## src/mbp_pkg.sv

```systemverilog
// ----------------------------------------------------------------------------
// mbp_pkg: shared definitions of the mandelbrot pixel generator
// Field widths, reset values, register indexes, sequencer states and the
// constant blue color table.
// ----------------------------------------------------------------------------
`default_nettype none

package mbp_pkg;

    // default values of the top level parameters
    localparam int MAX_ITER_DEF  = 255;
    localparam int FRAC_BITS_DEF = 28;
    localparam int DIM_BITS_DEF  = 12;

    // register and port field widths
    localparam int CX_W       = 31;
    localparam int PITCH_W    = 28;
    localparam int FRAME_W    = 13;
    localparam int ITER_W     = 8;
    localparam int COLOR_W    = 24;
    localparam int CFG_IDX_W  = 3;
    localparam int CFG_DATA_W = 32;

    // register reset values
    localparam logic signed [CX_W-1:0] RST_CENTER_X = -31'sd134217728;
    localparam logic signed [CX_W-1:0] RST_CENTER_Y = 31'sd0;
    localparam logic [PITCH_W-1:0]     RST_PITCH_X  = 28'd734003;
    localparam logic [PITCH_W-1:0]     RST_PITCH_Y  = 28'd1305670;
    localparam logic [FRAME_W-1:0]     RST_FRAME_W  = 13'd1280;
    localparam logic [FRAME_W-1:0]     RST_FRAME_H  = 13'd720;

    typedef enum logic [CFG_IDX_W-1:0] {
        CFG_CENTER_X     = 3'd0,
        CFG_CENTER_Y     = 3'd1,
        CFG_PITCH_X      = 3'd2,
        CFG_PITCH_Y      = 3'd3,
        CFG_FRAME_WIDTH  = 3'd4,
        CFG_FRAME_HEIGHT = 3'd5
    } t_cfg_idx;

    typedef struct packed {
        logic signed [CX_W-1:0] center_x;
        logic signed [CX_W-1:0] center_y;
        logic [PITCH_W-1:0]     pitch_x;
        logic [PITCH_W-1:0]     pitch_y;
        logic [FRAME_W-1:0]     frame_width;
        logic [FRAME_W-1:0]     frame_height;
    } t_cfg;

    typedef enum logic [2:0] {
        ST_IDLE,
        ST_MAP_MUL,
        ST_MAP_ADD,
        ST_IT_MUL,
        ST_IT_ADD,
        ST_DONE
    } t_state;

    typedef logic [255:0][7:0] t_blue_lut;

    // taylor series divisors (2k)*(2k+1) for k = 1..12
    localparam logic [11:0][63:0] SIN_DIV = {
        64'd600, 64'd506, 64'd420, 64'd342, 64'd272, 64'd210,
        64'd156, 64'd110, 64'd72,  64'd42,  64'd20,  64'd6
    };

    localparam logic [63:0] ONE_Q60 = 64'd1 << 60;
    localparam logic [63:0] MSK_30  = (64'd1 << 30) - 64'd1;

    // (a*b) >> 60 for operands below 2^60
    function automatic logic [63:0] qmul60(input logic [63:0] a, input logic [63:0] b);
        logic [63:0] ah;
        logic [63:0] al;
        logic [63:0] bh;
        logic [63:0] bl;
        logic [63:0] mid;
        ah  = a >> 30;
        al  = a & MSK_30;
        bh  = b >> 30;
        bl  = b & MSK_30;
        mid = ah * bl + al * bh + ((al * bl) >> 30);
        return ah * bh + (mid >> 30);
    endfunction

    // 127 + floor(127 * sin(n / 255)) in exact integer series arithmetic
    function automatic logic [7:0] blue_of(input logic [63:0] n);
        logic [63:0] t;
        logic [63:0] t2;
        logic [63:0] term;
        logic [63:0] s;
        logic [63:0] hi;
        logic [63:0] lo;
        logic [63:0] f;
        t    = (ONE_Q60 / 255) * n + (((ONE_Q60 % 255) * n) / 255);
        t2   = qmul60(t, t);
        term = t;
        s    = t;
        for (int k = 0; k < 12; k++) begin
            term = qmul60(term, t2) / SIN_DIV[k];
            if ((k % 2) == 0) begin
                s = s - term;
            end else begin
                s = s + term;
            end
        end
        hi = s >> 30;
        lo = s & MSK_30;
        f  = (64'd127 * hi + ((64'd127 * lo) >> 30)) >> 30;
        return 8'(64'd127 + f);
    endfunction

    function automatic t_blue_lut blue_table();
        t_blue_lut lut;
        for (int n = 0; n < 256; n++) begin
            lut[n] = blue_of(64'(n));
        end
        return lut;
    endfunction

    localparam t_blue_lut BLUE_LUT = blue_table();

endpackage

`default_nettype wire

```

## src/mbp_if.sv

```systemverilog
// ----------------------------------------------------------------------------
// mbp_if: channel interfaces of the mandelbrot pixel generator
// Pixel request channel, result channel and register write channel, each
// with valid/ready handshake.
// ----------------------------------------------------------------------------
`default_nettype none

interface mbp_pix_if #(
    parameter int DIM_BITS = mbp_pkg::DIM_BITS_DEF
);
    logic                valid;
    logic                ready;
    logic [DIM_BITS-1:0] column;
    logic [DIM_BITS-1:0] row;

    modport source (output valid, output column, output row, input ready);
    modport sink   (input valid, input column, input row, output ready);
endinterface

interface mbp_res_if;
    logic                          valid;
    logic                          ready;
    logic [mbp_pkg::ITER_W-1:0]    iterations;
    logic [mbp_pkg::COLOR_W-1:0]   pixel_color;

    modport source (output valid, output iterations, output pixel_color, input ready);
    modport sink   (input valid, input iterations, input pixel_color, output ready);
endinterface


`default_nettype wire

```

## src/mbp_core.sv

```systemverilog
// ----------------------------------------------------------------------------
// mbp_core: pixel sequencer and escape-time datapath
// Maps the pixel to a point, runs z = z^2 + c on the shared multipliers
// with one add/compare step per iteration, and holds the result register.
// ----------------------------------------------------------------------------
`default_nettype none

module mbp_core #(
    parameter int MAX_ITER  = mbp_pkg::MAX_ITER_DEF,
    parameter int FRAC_BITS = mbp_pkg::FRAC_BITS_DEF,
    parameter int DIM_BITS  = mbp_pkg::DIM_BITS_DEF,
    parameter int MUL_W     = 31
) (
    input  wire logic                         i_clk,
    input  wire logic                         i_rst_n,
    mbp_pix_if.sink                           pix,
    mbp_res_if.source                         res,
    input  wire mbp_pkg::t_cfg                i_cfg,
    output logic                              o_mul_en,
    output logic      [MUL_W-1:0]             o_a0,
    output logic      [MUL_W-1:0]             o_b0,
    output logic      [MUL_W-1:0]             o_a1,
    output logic      [MUL_W-1:0]             o_b1,
    output logic      [MUL_W-1:0]             o_a2,
    output logic      [MUL_W-1:0]             o_b2,
    input  wire logic [2*MUL_W-1:0]           i_p0,
    input  wire logic [2*MUL_W-1:0]           i_p1,
    input  wire logic [2*MUL_W-1:0]           i_p2,
    output logic      [mbp_pkg::ITER_W-1:0]   o_iter,
    input  wire logic [mbp_pkg::COLOR_W-1:0]  i_color
);

    localparam int F      = FRAC_BITS;
    localparam int MW     = F + 3;
    localparam int XW     = F + 4;
    localparam int SQ_W   = F + 6;
    localparam int NW     = F + 9;
    localparam int HALF_W = mbp_pkg::FRAME_W - 1;
    localparam int OFF_W  = ((DIM_BITS > HALF_W) ? DIM_BITS : HALF_W) + 1;
    localparam int MP_W   = mbp_pkg::PITCH_W + OFF_W - 1;
    localparam int MAP_W  = mbp_pkg::PITCH_W + OFF_W + 1;
    localparam int CX_W   = mbp_pkg::CX_W;
    localparam int IW     = mbp_pkg::ITER_W;

    // +4.0 for the point, 4.0 for the escape test, 8.0 - lsb for the iterate
    localparam logic signed [MAP_W-1:0] MAP_LIM =
        {{(MAP_W-F-3){1'b0}}, 1'b1, {(F+2){1'b0}}};
    localparam logic [SQ_W:0] FOUR = {{(SQ_W-F-2){1'b0}}, 1'b1, {(F+2){1'b0}}};
    localparam logic signed [NW-1:0] X_LIM = {{(NW-F-3){1'b0}}, {(F+3){1'b1}}};

    mbp_pkg::t_state r_state;
    mbp_pkg::t_state n_state;

    logic [OFF_W-2:0]       r_mag_ox;
    logic [OFF_W-2:0]       r_mag_oy;
    logic                   r_neg_ox;
    logic                   r_neg_oy;
    logic signed [XW-1:0]   r_cx;
    logic signed [XW-1:0]   r_cy;
    logic signed [XW-1:0]   r_x;
    logic signed [XW-1:0]   r_y;
    logic [IW-1:0]          r_n;
    logic                   r_out_valid;
    logic [IW-1:0]          r_out_iter;
    logic [mbp_pkg::COLOR_W-1:0] r_out_color;

    logic signed [XW-1:0]   n_cx;
    logic signed [XW-1:0]   n_cy;
    logic signed [XW-1:0]   n_x;
    logic signed [XW-1:0]   n_y;
    logic                   n_out_valid;

    logic                   accept;
    logic                   stop;
    logic                   out_free;
    logic                   load_out;

    // offsets from the frame center
    logic [OFF_W-2:0]       col_ext;
    logic [OFF_W-2:0]       row_ext;
    logic [OFF_W-2:0]       half_w;
    logic [OFF_W-2:0]       half_h;
    logic signed [OFF_W-1:0] off_x;
    logic signed [OFF_W-1:0] off_y;
    logic signed [OFF_W-1:0] noff_x;
    logic signed [OFF_W-1:0] noff_y;

    // mapping
    logic signed [MAP_W-1:0] mp_x;
    logic signed [MAP_W-1:0] mp_y;
    logic signed [MAP_W-1:0] sum_x;
    logic signed [MAP_W-1:0] sum_y;
    logic signed [MAP_W-1:0] clp_x;
    logic signed [MAP_W-1:0] clp_y;

    // iteration
    logic signed [XW-1:0]   neg_x;
    logic signed [XW-1:0]   neg_y;
    logic [MW-1:0]          ax;
    logic [MW-1:0]          ay;
    logic [SQ_W-1:0]        xx;
    logic [SQ_W-1:0]        yy;
    logic [SQ_W:0]          txy;
    logic [SQ_W:0]          sum_sq;
    logic signed [NW-1:0]   txy_s;
    logic signed [NW-1:0]   nx_raw;
    logic signed [NW-1:0]   ny_raw;
    logic signed [NW-1:0]   nx_clp;
    logic signed [NW-1:0]   ny_clp;

    assign accept   = pix.valid && pix.ready;
    assign pix.ready = (r_state == mbp_pkg::ST_IDLE);
    assign out_free = !r_out_valid || res.ready;

    assign res.valid       = r_out_valid;
    assign res.iterations  = r_out_iter;
    assign res.pixel_color = r_out_color;
    assign o_iter          = r_n;

    assign col_ext = (OFF_W-1)'(pix.column);
    assign row_ext = (OFF_W-1)'(pix.row);
    assign half_w  = (OFF_W-1)'(i_cfg.frame_width[mbp_pkg::FRAME_W-1:1]);
    assign half_h  = (OFF_W-1)'(i_cfg.frame_height[mbp_pkg::FRAME_W-1:1]);
    assign off_x   = $signed({1'b0, col_ext}) - $signed({1'b0, half_w});
    assign off_y   = $signed({1'b0, row_ext}) - $signed({1'b0, half_h});
    assign noff_x  = -off_x;
    assign noff_y  = -off_y;

    // point = pitch * offset + center, product magnitude comes from the multipliers
    assign mp_x  = $signed({2'b00, i_p0[MP_W-1:0]});
    assign mp_y  = $signed({2'b00, i_p1[MP_W-1:0]});
    assign sum_x = (r_neg_ox ? -mp_x : mp_x)
                 + {{(MAP_W-CX_W){i_cfg.center_x[CX_W-1]}}, i_cfg.center_x};
    assign sum_y = (r_neg_oy ? -mp_y : mp_y)
                 + {{(MAP_W-CX_W){i_cfg.center_y[CX_W-1]}}, i_cfg.center_y};
    assign clp_x = (sum_x > MAP_LIM) ? MAP_LIM : ((sum_x < -MAP_LIM) ? -MAP_LIM : sum_x);
    assign clp_y = (sum_y > MAP_LIM) ? MAP_LIM : ((sum_y < -MAP_LIM) ? -MAP_LIM : sum_y);
    assign n_cx  = clp_x[XW-1:0];
    assign n_cy  = clp_y[XW-1:0];

    assign neg_x = -r_x;
    assign neg_y = -r_y;
    assign ax    = r_x[XW-1] ? neg_x[MW-1:0] : r_x[MW-1:0];
    assign ay    = r_y[XW-1] ? neg_y[MW-1:0] : r_y[MW-1:0];

    assign xx     = i_p0[2*MW-1:F];
    assign yy     = i_p1[2*MW-1:F];
    assign txy    = i_p2[2*MW-1:F-1];
    assign sum_sq = {1'b0, xx} + {1'b0, yy};
    assign stop   = (r_n == IW'(MAX_ITER)) || (sum_sq >= FOUR);

    assign txy_s  = $signed({2'b00, txy});
    assign nx_raw = $signed({3'b000, xx}) - $signed({3'b000, yy})
                  + {{(NW-XW){r_cx[XW-1]}}, r_cx};
    // sign of 2xy applied after the truncating shift
    assign ny_raw = ((r_x[XW-1] != r_y[XW-1]) ? -txy_s : txy_s)
                  + {{(NW-XW){r_cy[XW-1]}}, r_cy};
    assign nx_clp = (nx_raw > X_LIM) ? X_LIM : ((nx_raw < -X_LIM) ? -X_LIM : nx_raw);
    assign ny_clp = (ny_raw > X_LIM) ? X_LIM : ((ny_raw < -X_LIM) ? -X_LIM : ny_raw);
    assign n_x    = nx_clp[XW-1:0];
    assign n_y    = ny_clp[XW-1:0];

    // multiplier operands: pitch and offset while mapping, |x| and |y| otherwise; the third always takes |x| and |y|
    always_comb begin
        if (r_state == mbp_pkg::ST_MAP_MUL) begin
            o_a0 = MUL_W'(i_cfg.pitch_x);
            o_b0 = MUL_W'(r_mag_ox);
            o_a1 = MUL_W'(i_cfg.pitch_y);
            o_b1 = MUL_W'(r_mag_oy);
        end else begin
            o_a0 = MUL_W'(ax);
            o_b0 = MUL_W'(ax);
            o_a1 = MUL_W'(ay);
            o_b1 = MUL_W'(ay);
        end
        o_a2 = MUL_W'(ax);
        o_b2 = MUL_W'(ay);
    end

    always_comb begin
        n_state  = r_state;
        o_mul_en = 1'b0;
        load_out = 1'b0;
        unique case (r_state)
            mbp_pkg::ST_IDLE: begin
                if (accept) begin
                    n_state = mbp_pkg::ST_MAP_MUL;
                end
            end
            mbp_pkg::ST_MAP_MUL: begin
                o_mul_en = 1'b1;
                n_state  = mbp_pkg::ST_MAP_ADD;
            end
            mbp_pkg::ST_MAP_ADD: begin
                n_state = mbp_pkg::ST_IT_MUL;
            end
            mbp_pkg::ST_IT_MUL: begin
                o_mul_en = 1'b1;
                n_state  = mbp_pkg::ST_IT_ADD;
            end
            mbp_pkg::ST_IT_ADD: begin
                if (stop) begin
                    n_state = mbp_pkg::ST_DONE;
                end else begin
                    n_state = mbp_pkg::ST_IT_MUL;
                end
            end
            mbp_pkg::ST_DONE: begin
                // wait for the result register to be free
                if (out_free) begin
                    load_out = 1'b1;
                    n_state  = mbp_pkg::ST_IDLE;
                end
            end
            default: begin
                n_state = mbp_pkg::ST_IDLE;
            end
        endcase
    end

    always_comb begin
        if (load_out) begin
            n_out_valid = 1'b1;
        end else if (res.ready) begin
            n_out_valid = 1'b0;
        end else begin
            n_out_valid = r_out_valid;
        end
    end

    always_ff @(posedge i_clk) begin
        if (!i_rst_n) begin
            r_state     <= mbp_pkg::ST_IDLE;
            r_out_valid <= 1'b0;
        end else begin
            r_state     <= n_state;
            r_out_valid <= n_out_valid;
        end
    end

    always_ff @(posedge i_clk) begin
        if (accept) begin
            r_neg_ox <= off_x[OFF_W-1];
            r_neg_oy <= off_y[OFF_W-1];
            r_mag_ox <= off_x[OFF_W-1] ? noff_x[OFF_W-2:0] : off_x[OFF_W-2:0];
            r_mag_oy <= off_y[OFF_W-1] ? noff_y[OFF_W-2:0] : off_y[OFF_W-2:0];
        end
        if (r_state == mbp_pkg::ST_MAP_ADD) begin
            r_cx <= n_cx;
            r_cy <= n_cy;
            r_x  <= '0;
            r_y  <= '0;
            r_n  <= '0;
        end
        if ((r_state == mbp_pkg::ST_IT_ADD) && !stop) begin
            r_x <= n_x;
            r_y <= n_y;
            r_n <= r_n + IW'(1);
        end
        if (load_out) begin
            r_out_iter  <= r_n;
            r_out_color <= i_color;
        end
    end

endmodule

`default_nettype wire

```

## src/flat_wrapper.sv

```systemverilog
// flat-port wrapper written by rule: the top's interface ports become plain ports
module mbp_core_flat 
#(
    parameter int MAX_ITER  = mbp_pkg::MAX_ITER_DEF,
    parameter int FRAC_BITS = mbp_pkg::FRAC_BITS_DEF,
    parameter int DIM_BITS  = mbp_pkg::DIM_BITS_DEF,
    parameter int MUL_W     = 31
)
  (i_clk, i_rst_n, i_cfg, o_mul_en, o_a0, o_b0, o_a1, o_b1, o_a2, o_b2, i_p0, i_p1, i_p2, o_iter, i_color, pix_valid, pix_column, pix_row, pix_ready, res_valid, res_iterations, res_pixel_color, res_ready);
  mbp_pix_if #(.DIM_BITS(DIM_BITS)) pix_i ();
  mbp_res_if res_i ();
  input  wire logic i_clk;
  input  wire logic i_rst_n;
  input  wire mbp_pkg::t_cfg i_cfg;
  output logic o_mul_en;
  output logic      [MUL_W-1:0] o_a0;
  output logic      [MUL_W-1:0] o_b0;
  output logic      [MUL_W-1:0] o_a1;
  output logic      [MUL_W-1:0] o_b1;
  output logic      [MUL_W-1:0] o_a2;
  output logic      [MUL_W-1:0] o_b2;
  input  wire logic [2*MUL_W-1:0] i_p0;
  input  wire logic [2*MUL_W-1:0] i_p1;
  input  wire logic [2*MUL_W-1:0] i_p2;
  output logic      [mbp_pkg::ITER_W-1:0] o_iter;
  input  wire logic [mbp_pkg::COLOR_W-1:0] i_color;
  input wire logic [$bits(pix_i.valid)-1:0] pix_valid;
  input wire logic [$bits(pix_i.column)-1:0] pix_column;
  input wire logic [$bits(pix_i.row)-1:0] pix_row;
  output wire logic [$bits(pix_i.ready)-1:0] pix_ready;
  output wire logic [$bits(res_i.valid)-1:0] res_valid;
  output wire logic [$bits(res_i.iterations)-1:0] res_iterations;
  output wire logic [$bits(res_i.pixel_color)-1:0] res_pixel_color;
  input wire logic [$bits(res_i.ready)-1:0] res_ready;
  assign pix_i.valid = pix_valid;
  assign pix_i.column = pix_column;
  assign pix_i.row = pix_row;
  assign pix_ready = pix_i.ready;
  assign res_valid = res_i.valid;
  assign res_iterations = res_i.iterations;
  assign res_pixel_color = res_i.pixel_color;
  assign res_i.ready = res_ready;
  mbp_core #(.MAX_ITER(MAX_ITER), .FRAC_BITS(FRAC_BITS), .DIM_BITS(DIM_BITS), .MUL_W(MUL_W)) u_core (.i_clk(i_clk), .i_rst_n(i_rst_n), .pix(pix_i), .res(res_i), .i_cfg(i_cfg), .o_mul_en(o_mul_en), .o_a0(o_a0), .o_b0(o_b0), .o_a1(o_a1), .o_b1(o_b1), .o_a2(o_a2), .o_b2(o_b2), .i_p0(i_p0), .i_p1(i_p1), .i_p2(i_p2), .o_iter(o_iter), .i_color(i_color));
endmodule
```

## config.mk

```make
export PLATFORM = sky130hd
export DESIGN_NAME = mbp_core_flat
export DESIGN_NICKNAME = d
export VERILOG_FILES = /design/src/mbp_pkg.sv /design/src/mbp_if.sv /design/src/mbp_core.sv /design/src/flat_wrapper.sv
export SDC_FILE = /design/constraint.sdc
export NUM_CORES = 1
export LEC_CHECK = 0
export BUFFER_PORTS_ARGS = -buffer_cell sky130_fd_sc_hd__buf_2
export CORE_ASPECT_RATIO = 1.2
export CORE_UTILIZATION = 25
export DETAILED_ROUTE_END_ITERATION = 8
export PLACE_DENSITY_LB_ADDON = 0.1
export SYNTH_ARGS = -nofsm -noshare
export SYNTH_HDL_FRONTEND = slang
export SYNTH_SLANG_ARGS = --single-unit
```

## constraint.sdc

```tcl
create_clock -name i_clk -period 8.35 [get_ports i_clk]
set_input_delay 0.4175 -clock i_clk [delete_from_list [all_inputs] [get_ports i_clk]]
set_output_delay 0.4175 -clock i_clk [all_outputs]
set_load 0.01 [all_outputs]
```

# After elaboration in Yosys (flattened, before gate mapping)
# Index checks and enable logic that the tools add are counted.
# op_classes
n_addsub	16
n_lt_le_gt_ge	9
eq_ne	9
n_mux	31
n_reduce_logical	13
# op_table
operator	count
32-bit two-way mux	9
31-bit two-way mux	6
42-bit adder	2
42-bit by 32-bit greater-than comparator with 1-bit output, second input constant	2
42-bit by 31-bit < comparator with 1-bit output, second input constant	2
42-bit two-way mux	2
40-bit negation with 42-bit output	2
37-bit by 32-bit greater-than comparator with 1-bit output, second input constant	2
37-bit by 32-bit < comparator with 1-bit output, second input constant	2
31-bit negation	2
37-bit adder	1
37-bit two-way mux	1
35-bit negation with 37-bit output	1
35-bit by 32-bit adder with 36-bit output	1
34-bit by 34-bit adder with 35-bit output	1
35-bit by 31-bit >= comparator with 1-bit output, second input constant	1
34-bit by 34-bit subtractor with 35-bit output	1
12-bit by 12-bit subtractor with 13-bit output	2
12-bit two-way mux	2
12-bit negation	2
3-bit case mux with 6 select lines	1
8-bit two-way mux	2
3-bit two-way mux	3
8-bit by 1-bit adder with 8-bit output, second input constant	1
15 further kinds	27
# word_totals
regBits	198
in_bits	382
output_inout_bits	229
word_cells	93

# Logic depth before layout (Yosys ltp)
# Gate-level depths: netlist of run 1.
# logic_depth
depth_word	7
mapped_depth	31
mapped_depth_nobuf	28

# Worst setup path before layout of run 1
# No wires, ideal clock.
# synth_path
path_type	reg2reg
start	reg u_core.r_state[2]
end	reg u_core.r_n[0], in the netlist u_core.o_iter[0], enable pin
setup_time_ns	0.604
t_arrival_ns	5.775
setup_slack_ns	1.971
path_stages_with_launch	4
path_buffers	1
period_less_slack_ns	6.379
path_cell_list	dfxtp_1 > clkbuf_1 > nand2b_1 > o21ai_0
# synth_between
elab_chain_len	3
word_cells_on_any_way	4
# synth_lines
item	line_no	rtl
start, declared	mbp_core.sv:51	mbp_pkg::t_state r_state;
start signal, assigned	mbp_core.sv:233	r_state <= mbp_pkg::ST_IDLE;
start signal, assigned	mbp_core.sv:236	r_state <= n_state;
3-bit equality test	mbp_core.sv:255	if ((r_state == mbp_pkg::ST_IT_ADD) && !stop) begin
1-bit logical AND	mbp_core.sv:255	
2-bit nonzero test (no line) (*)	-	
end signal, assigned	mbp_core.sv:258	r_n <= r_n + IW'(1);
end, declared	mbp_core.sv:62	logic [IW-1:0] r_n;
# Every way passes the cells marked *; elsewhere a longest branch is shown, timed or not.
# A chain may end at the register's enable or synchronous reset.

# Worst setup path after layout of run 1
# layout_path
start	in i_p1[29]
end	reg u_core.r_x[19] (data pin)
# layout_between
elab_chain_len	6
word_cells_on_any_way	12
# layout_lines
item	line_no	rtl
start, declared	flat_wrapper.sv:23	input wire logic [2*MUL_W-1:0] i_p1;
34-bit by 34-bit subtractor with 35-bit output or 34-bit by 34-bit adder with 35-bit output (tied branches)	mbp_core.sv:153, mbp_core.sv:149	
35-bit by 32-bit adder with 36-bit output or 35-bit by 31-bit >= comparator with 1-bit output (tied branches)	mbp_core.sv:154, mbp_core.sv:150	
37-bit by 32-bit < comparator with 1-bit output or 1-bit logical OR (tied branches)	mbp_core.sv:158, mbp_core.sv:150	
32-bit two-way mux or 1-bit logical NOT (tied branches)	mbp_core.sv:158, mbp_core.sv:255	
32-bit two-way mux or 1-bit logical AND (tied branches)	mbp_core.sv:158, mbp_core.sv:255	
32-bit two-way mux (*)	mbp_core.sv:255	
end signal, assigned	mbp_core.sv:256	r_x <= n_x;
end, declared	mbp_core.sv:60	logic signed [XW-1:0] r_x;
# Marked as above.

==> results of run 1 <==
==> final timing paths <==
check	from	endpoint	slack [ns]	cells past startpoint
worst min register to register	u_core.res.valid	u_core.res.valid	0.49	2
worst max-delay path	i_p1[29]	u_core.r_x[19]	1.39	26
worst max register to register	u_core.r_y[31]	u_core.r_y[11]	2.15	17
worst min-delay path	i_color[9]	u_core.res.pixel_color[9]	0.08	1
==> power by group through the flow <==
stage                     Clock, W  Sequential [W]  Combinational, W
final                     0.000922         0.00122           0.00325
after global routing      0.000984         0.00123           0.00363
after CTS                 0.000961         0.00123           0.00328
after detailed placement         0         0.00125           0.00326
after global placement           0         0.00125           0.00329
after floorplan                  0         0.00123           0.00226
==> logic make-up after synthesis <==
kind of cell	share of synthesized area
flops	0.229
fa+ha+maj	0.130
buf+inv	0.0508
simple gates	0.202
mux	0.00650
compound gates	0.255
xor+xnor	0.126
==> layout make-up <==
cell class                      instances  share of cell area
Tap cell                             1365              0.0555
Clock inverter                         15             0.00700
Antenna cell                            5            0.000407
Inverter                              206              0.0251
Timing Repair Buffer                  603               0.100
Sequential cell                       198               0.192
Clock buffer                           17              0.0138
Multi-Input combinational cell       2711               0.606
==> stage by stage <==
step,cells,utilization,setup slack (ns),cell area [sq um]
finish,5120,0.302,1.39,30800
global route,5118,0.302,0.755,30800
CTS,5115,0.302,1.33,30700
detailed placement,5083,0.296,0.795,30100
global placement,5083,0.296,0.748,30100
floorplan,3243,-,1.97,25800
==> sequential cells by signal, summed over array words and instances (netlist names) <==
register and cells:
u_core.r_y 32, u_core.r_x 32, u_core.r_cx 32, u_core.o_iter 8
u_core.r_neg_ox 1, u_core.r_neg_oy 1, u_core.r_mag_ox 12, u_core.res.valid 1
u_core.r_state 3, u_core.res.pixel_color 24, u_core.r_cy 32, u_core.res.iterations 8
u_core.r_mag_oy 12
==> metal layers <==
| layer | GRT usage | vias up | wire, um |
|---|---|---|---|
| met2 | 0.297 | 527 | 45100 |
| li1 | - | 12800 | - |
| met5 | 0 | - | 148 |
| met3 | 0.0250 | 68 | 3680 |
| met4 | 0.0376 | 24 | 1070 |
| met1 | 0.230 | 11600 | 44300 |
==> placed cells by master, fill, tap and decap left out, drive strengths merged, types with 9 or more instances in the layout <==
cell type / Yosys / routed
o41ai: 24 / 24
or4: 41 / 41
o211ai: 25 / 25
nand2: 245 / 245
and4: 9 / 9
edfxtp: 194 / 194
a21o: 91 / 91
buf: 15 / 603
a41oi: 11 / 11
a21oi: 333 / 333
inv: 206 / 212
clkbuf: 113 / 17
ha: 255 / 255
o31a: 10 / 10
o31ai: 69 / 69
xnor2: 259 / 259
nand4: 32 / 32
a21boi: 16 / 16
nand2b: 69 / 69
a31oi: 37 / 37
or2: 16 / 16
o21bai: 34 / 34
and3: 23 / 23
a211oi: 23 / 23
o21a: 74 / 74
o21ai: 181 / 181
and2: 40 / 40
xor2: 113 / 113
nor4: 34 / 34
nor2b: 45 / 45
nor3: 62 / 62
nand3: 64 / 64
mux2i: 13 / 13
or3: 32 / 32
o2111ai: 12 / 12
nor2: 290 / 290
==> metrics.txt, run 1 <==
syn avg cell area 7.95 sq um; Avg Vias per Cell 4.88; CP top delay family compound AO/OA/AOI/OAI gates; number of global-route vias before repair 24.2k; area grow syn2layout 19.3%; Row Count 128; setup TNS 0 ns; sw power 0.00253 W; full die area 104000 sq um; period utilization 0.833; top cells by area, synth edfxtp_1 23%, ha_1 12%, xnor2_1 8.8%; DRC viols 0; Post-Route WL 94300 um; unrepaired setup endpoints after global routing false; CTS tree built; drt wl/cell 18.4 um; GPL Wtd Cong 0.827; Tightest Hold Check Type in -> reg; # IOs 611; Total Power 0.00540 W; Hold Buf Count CTS 0; skew final 0.0201 ns; Sequential Area 5910 sq um; EDFF count, synth 194; Die Y 354 um; clock root buffer master clkbuf_16; CP Class in -> reg; Multi-input gate area 18600 sq um; Worst setup EP type flop; HPWL Detailed 80100 um; Slowest-stage cell, CP o41a_1; CP startpoint kind input port; first-pass GRT wire length 142000 um; relative slew slack 0.268; Most Frequent Cell on Critical Path a21oi_1; fraction of synthesized cell area taken by the top area cell type 0.226; postcts setup bufs 0; initial core utilization 0.253; pin count of the biggest net entering global routing 86; ys flop type edfxtp_1; Yosys reg bits 198; Seq/Total Area, Yosys 0.229; Via Count 25.0k; CTS resizes 0; CP max FO 17; Nets 4382; syn_nets 3888; Power Dens Cells 175 nW/um^2; Critical Path AT 7.19 ns; Max Freq 144 MHz; initial antenna violation count 17; combinational power share 0.602; Worst IR Drop VDD 0.000152 V; final hold viol count 0; Max Root-Sink Buffers 2; GRT Util Overall 0.174; Clk Latency, worst-skew pair 0.50 ns; P_leak 12.9 nW; Die Span X 295 um; Core ar. 102000 sq um; Post-Syn Area 25800 sq um; max_cap viols 0; Final Max Tran Viols 0; clock slew at reported path FFs 0.09 ns; post-synth top area cell edfxtp_1; slowest stage delay, CP 0.65 ns; TritonCTS Sinks 198; Clock power frac 0.171; Sw Share 0.468; worst-margin pin slew 1.10 ns; Iter 0 DRT Violations 1193; Fillers 11.1k; Final ANT Viol Nets 0; most frequent cell after synthesis a21oi_1; Bufs and invs on worst path 2; Final Setup Violations 0; ys async rst share 0; H-tree depth 4; Overflow after GRT 0; P_int 0.00287 W; most frequent cells after synthesis 333 x a21oi_1, 288 x nor2_1, 259 x xnor2_1; input/output buffers 581; min Tclk post-route 6.96 ns; Yosys cell types 85; number of buffers created by CTS 17; Seq pwr share 0.227; Crit path required time 8.59 ns; share of cells above drive strength 1 0.185; synth warn 0; Hold WS 0.0849 ns; first-pass iteration count of the detailed router 5; Cells after Synth 3243; status complete, no violations
Power figures use the tool's default switching activity.
==> run 2: changes to the inputs <==
ABC_AREA = 1   (was not set)
clock period = 5.9 ns   (was 8.35 ns; I/O delays follow)
==> run 2 against run 1 <==
Combinational power increased by 60%. Area after synthesis increased by 17%. Design area increased by 16%. First-iteration DRC count increased by 46%. Utilization decreased by 0.34 points. Critical path depth increased by 8. Clock-buffer cell count increased by 1. Global-route usage increased by 1.9 points. Cell count increased by 42%. Worst hold slack got worse by 0.0068 ns. Largest cell class unchanged. Largest power group unchanged.
==> metrics.txt, run 2 <==
Avg Vias per Cell 4.51 (was 4.88); Die Span X 319 um (was 295 um); Clk Latency, worst-skew pair 0.52 ns (was 0.50 ns); most frequent cells after synthesis 1691 x nand2_1, 844 x inv_1, 664 x nor2_1 (was 333 x a21oi_1, 288 x nor2_1, 259 x xnor2_1); first-pass GRT wire length 183000 um (was 142000 um); initial core utilization 0.252 (was 0.253); flop2flop setup slack 0.95 ns (was 2.15 ns); Most Frequent Cell on Critical Path nand2_1 (was a21oi_1); skew final 0.0184 ns (was 0.0201 ns); number of buffers created by CTS 17 (unchanged); min-delay src res_ready (was i_color[9]); Placement Setup Slack 0.262 ns (was 0.795 ns); Hold WS 0.0781 ns (was 0.0849 ns); Worst setup EP type flop (unchanged); crit path launch i_p1[1] (was i_p1[29]); worst hold path endpoint u_core.res.valid (was u_core.res.pixel_color[9]); H-tree depth 4 (unchanged); clock root buffer master clkbuf_16 (unchanged); CP Class in -> reg (unchanged); Max Freq 198 MHz; input/output buffers 581 (unchanged); ys async rst share 0 (unchanged); post-synth top area cell nand2_1 (was edfxtp_1); Tightest Hold Check Type in -> reg (unchanged); Worst IR Drop VDD 0.000248 V (was 0.000152 V); share of cells above drive strength 1 0.124 (was 0.185); number of global-route vias before repair 32.2k (was 24.2k); EDFF count, synth 194 (unchanged); Post-Syn Area 30200 sq um (was 25800 sq um); Via Count 32.8k (was 25.0k); CTS tree built (unchanged); max_cap viols 0 (unchanged); Fillers 13.7k (was 11.1k); Cells after Synth 5142 (was 3243); Core ar. 120000 sq um (was 102000 sq um); synth warn 0 (unchanged); ys flop type edfxtp_1 (unchanged); Power Dens Cells 230 nW/um^2 (was 175 nW/um^2); CTS resizes 0 (unchanged); Yosys reg bits 198 (unchanged); Row Count 139 (was 128); status complete, no violations (unchanged); Critical Path AT 5.31 ns (was 7.19 ns); period utilization 0.857; Final Setup Violations 0 (unchanged); min Tclk post-route 5.05 ns; P_leak 19.1 nW (was 12.9 nW); R2R Path End u_core.r_y[21] (was u_core.r_y[11]); final hold viol count 0 (unchanged); setup TNS 0 ns (unchanged); Max Root-Sink Buffers 2 (unchanged); slowest stage delay, CP 0.38 ns (was 0.65 ns); worst setup margin 0.846 ns (was 1.39 ns); Final Max Tran Viols 0 (unchanged); HPWL Detailed 107000 um (was 80100 um); full die area 122000 sq um (was 104000 sq um); Nets 6355 (was 4382); # IOs 611 (unchanged); Yosys cell types 53 (was 85); Overflow after GRT 0 (unchanged); Iter 0 DRT Violations 1741 (was 1193); Die Y 383 um (was 354 um); relative slew slack 0.351 (was 0.268); fraction of synthesized cell area taken by the top area cell type 0.210 (was 0.226); Slowest-stage cell, CP o21ai_0 (was o41a_1); TritonCTS Sinks 198 (unchanged); CP startpoint kind input port (unchanged); top cells by area, synth nand2_1 21%, edfxtp_1 19%, ha_1 11% (was edfxtp_1 23%, ha_1 12%, xnor2_1 8.8%); unrepaired setup endpoints after global routing false (unchanged); Total Power 0.00822 W (was 0.00540 W); Hold Path Depth 4 (was 1); Crit path required time 6.15 ns (was 8.59 ns); initial antenna violation count 6 (was 17); worst-margin pin slew 0.974 ns (was 1.10 ns); area grow syn2layout 18.4% (was 19.3%); DRC viols 0 (unchanged); worst r2r src u_core.r_y[31] (unchanged); commonest cells after routing, fill and taps aside 1689 x nand2_1, 844 x inv_1, 663 x nor2_1 (was 581 x buf_2, 333 x a21oi_1, 286 x nor2_1); CP max FO 30 (was 17); first-pass iteration count of the detailed router 6 (was 5); syn avg cell area 5.88 sq um (was 7.95 sq um); syn_nets 5787 (was 3888); GPL Wtd Cong 0.891 (was 0.827); most common cell after layout, fill and taps aside nand2_1 (was buf_2); clock slew at reported path FFs 0.09 ns (about the same); Post-Route WL 121000 um (was 94300 um); most frequent cell after synthesis nand2_1 (was a21oi_1); Seq/Total Area, Yosys 0.195 (was 0.229); Final ANT Viol Nets 0 (unchanged); GRT Util Overall 0.193 (was 0.174); Reg2Reg Depth 24 (was 17); drt wl/cell 16.6 um (was 18.4 um); pin count of the biggest net entering global routing 73 (was 86)
## run 2: cell count changes in the layout (fill, tap and decap cells not counted), sizes merged, moves of 63 or more
cell | previous run | this run
o21a | 74 | 5
nand2 | 245 | 1693
inv | 212 | 878
nand2b | 69 | 0
xnor2 | 259 | 97
nand3 | 64 | 324
a21oi | 333 | 250
xor2 | 113 | 176
nor2 | 290 | 679
a21o | 91 | 6
## run 2: what timing repair did
action                                 CTS  global route
setup buffers                            0             0
endpoints found under the hold margin   28             0
hold buffers                            25             0
## run 2: area by class of cell
type | count | area, sq um | share of cell area
antenna | 1 | 2.50 | 0.0000699
clock buffer | 18 | 429 | 0.0120
clock inverter | 14 | 169 | 0.00472
inverter | 874 | 3280 | 0.0917
multi-input combinational | 3986 | 20700 | 0.578
sequential | 198 | 5910 | 0.165
tap | 1551 | 1940 | 0.0542
timing repair buffer | 633 | 3390 | 0.0946
## run 2: kinds of logic after synthesis
| logic type | after synthesis | synth area share |
|---|---|---|
| xor gates and xnor gates | 273 | 0.0791 |
| adders and majority gates | 263 | 0.111 |
| and+or+nand+nor | 2943 | 0.401 |
| AOI/OAI and AO/OA | 507 | 0.0921 |
| buffers and inverters | 958 | 0.122 |
| DFF | 198 | 0.195 |
## run 2: critical path, delay by kind of cell
| family | cells | cell delay (ns) |
|---|---|---|
| adder cells (fa/ha/maj) | 2 | 0.52 |
| XOR/XNOR | 1 | 0.16 |
| AND/OR/NAND/NOR | 24 | 3.28 |
| AO/OA/AOI/OAI | 1 | 0.38 |
| buffers and inverters | 6 | 0.65 |
## run 2: worst max path at each step
| stage | endpoint | depth (start not counted) |
|---|---|---|
| global placement | u_core.r_cy[1] | 34 |
| finish | u_core.r_cy[1] | 34 |
| detailed placement | u_core.r_cy[1] | 34 |
| global route | u_core.r_cy[7] | 34 |
| CTS | u_core.r_cy[1] | 34 |
| floorplan | u_core.o_iter[0] | 4 |
## run 2: where the power goes
group | total (W) | internal (W) | switching [W]
combinational | 0.00519 | 0.00169 | 0.00350
sequential | 0.00179 | 0.00171 | 0.0000803
clock | 0.00124 | 0.000574 | 0.000663
## run 2: through the flow
| stage | instances | util | instance area (sq um) |
|---|---|---|---|
| after CTS | 7274 | 0.299 | 35800 |
| final | 7275 | 0.299 | 35800 |
| after detailed placement | 7217 | 0.292 | 34900 |
| after floorplan | 5142 | - | 30200 |
| after global routing | 7274 | 0.299 | 35800 |
| after global placement | 7217 | 0.292 | 34900 |
## run 2: routing by layer
layer | up-vias | track usage | routed length [um]
met1 | 14600 | 0.245 | 56000
met2 | 695 | 0.345 | 58200
met4 | 8 | 0.0507 | 2600
li1 | 17400 | - | -
met3 | 90 | 0.0206 | 4090
met5 | - | 0 | 51
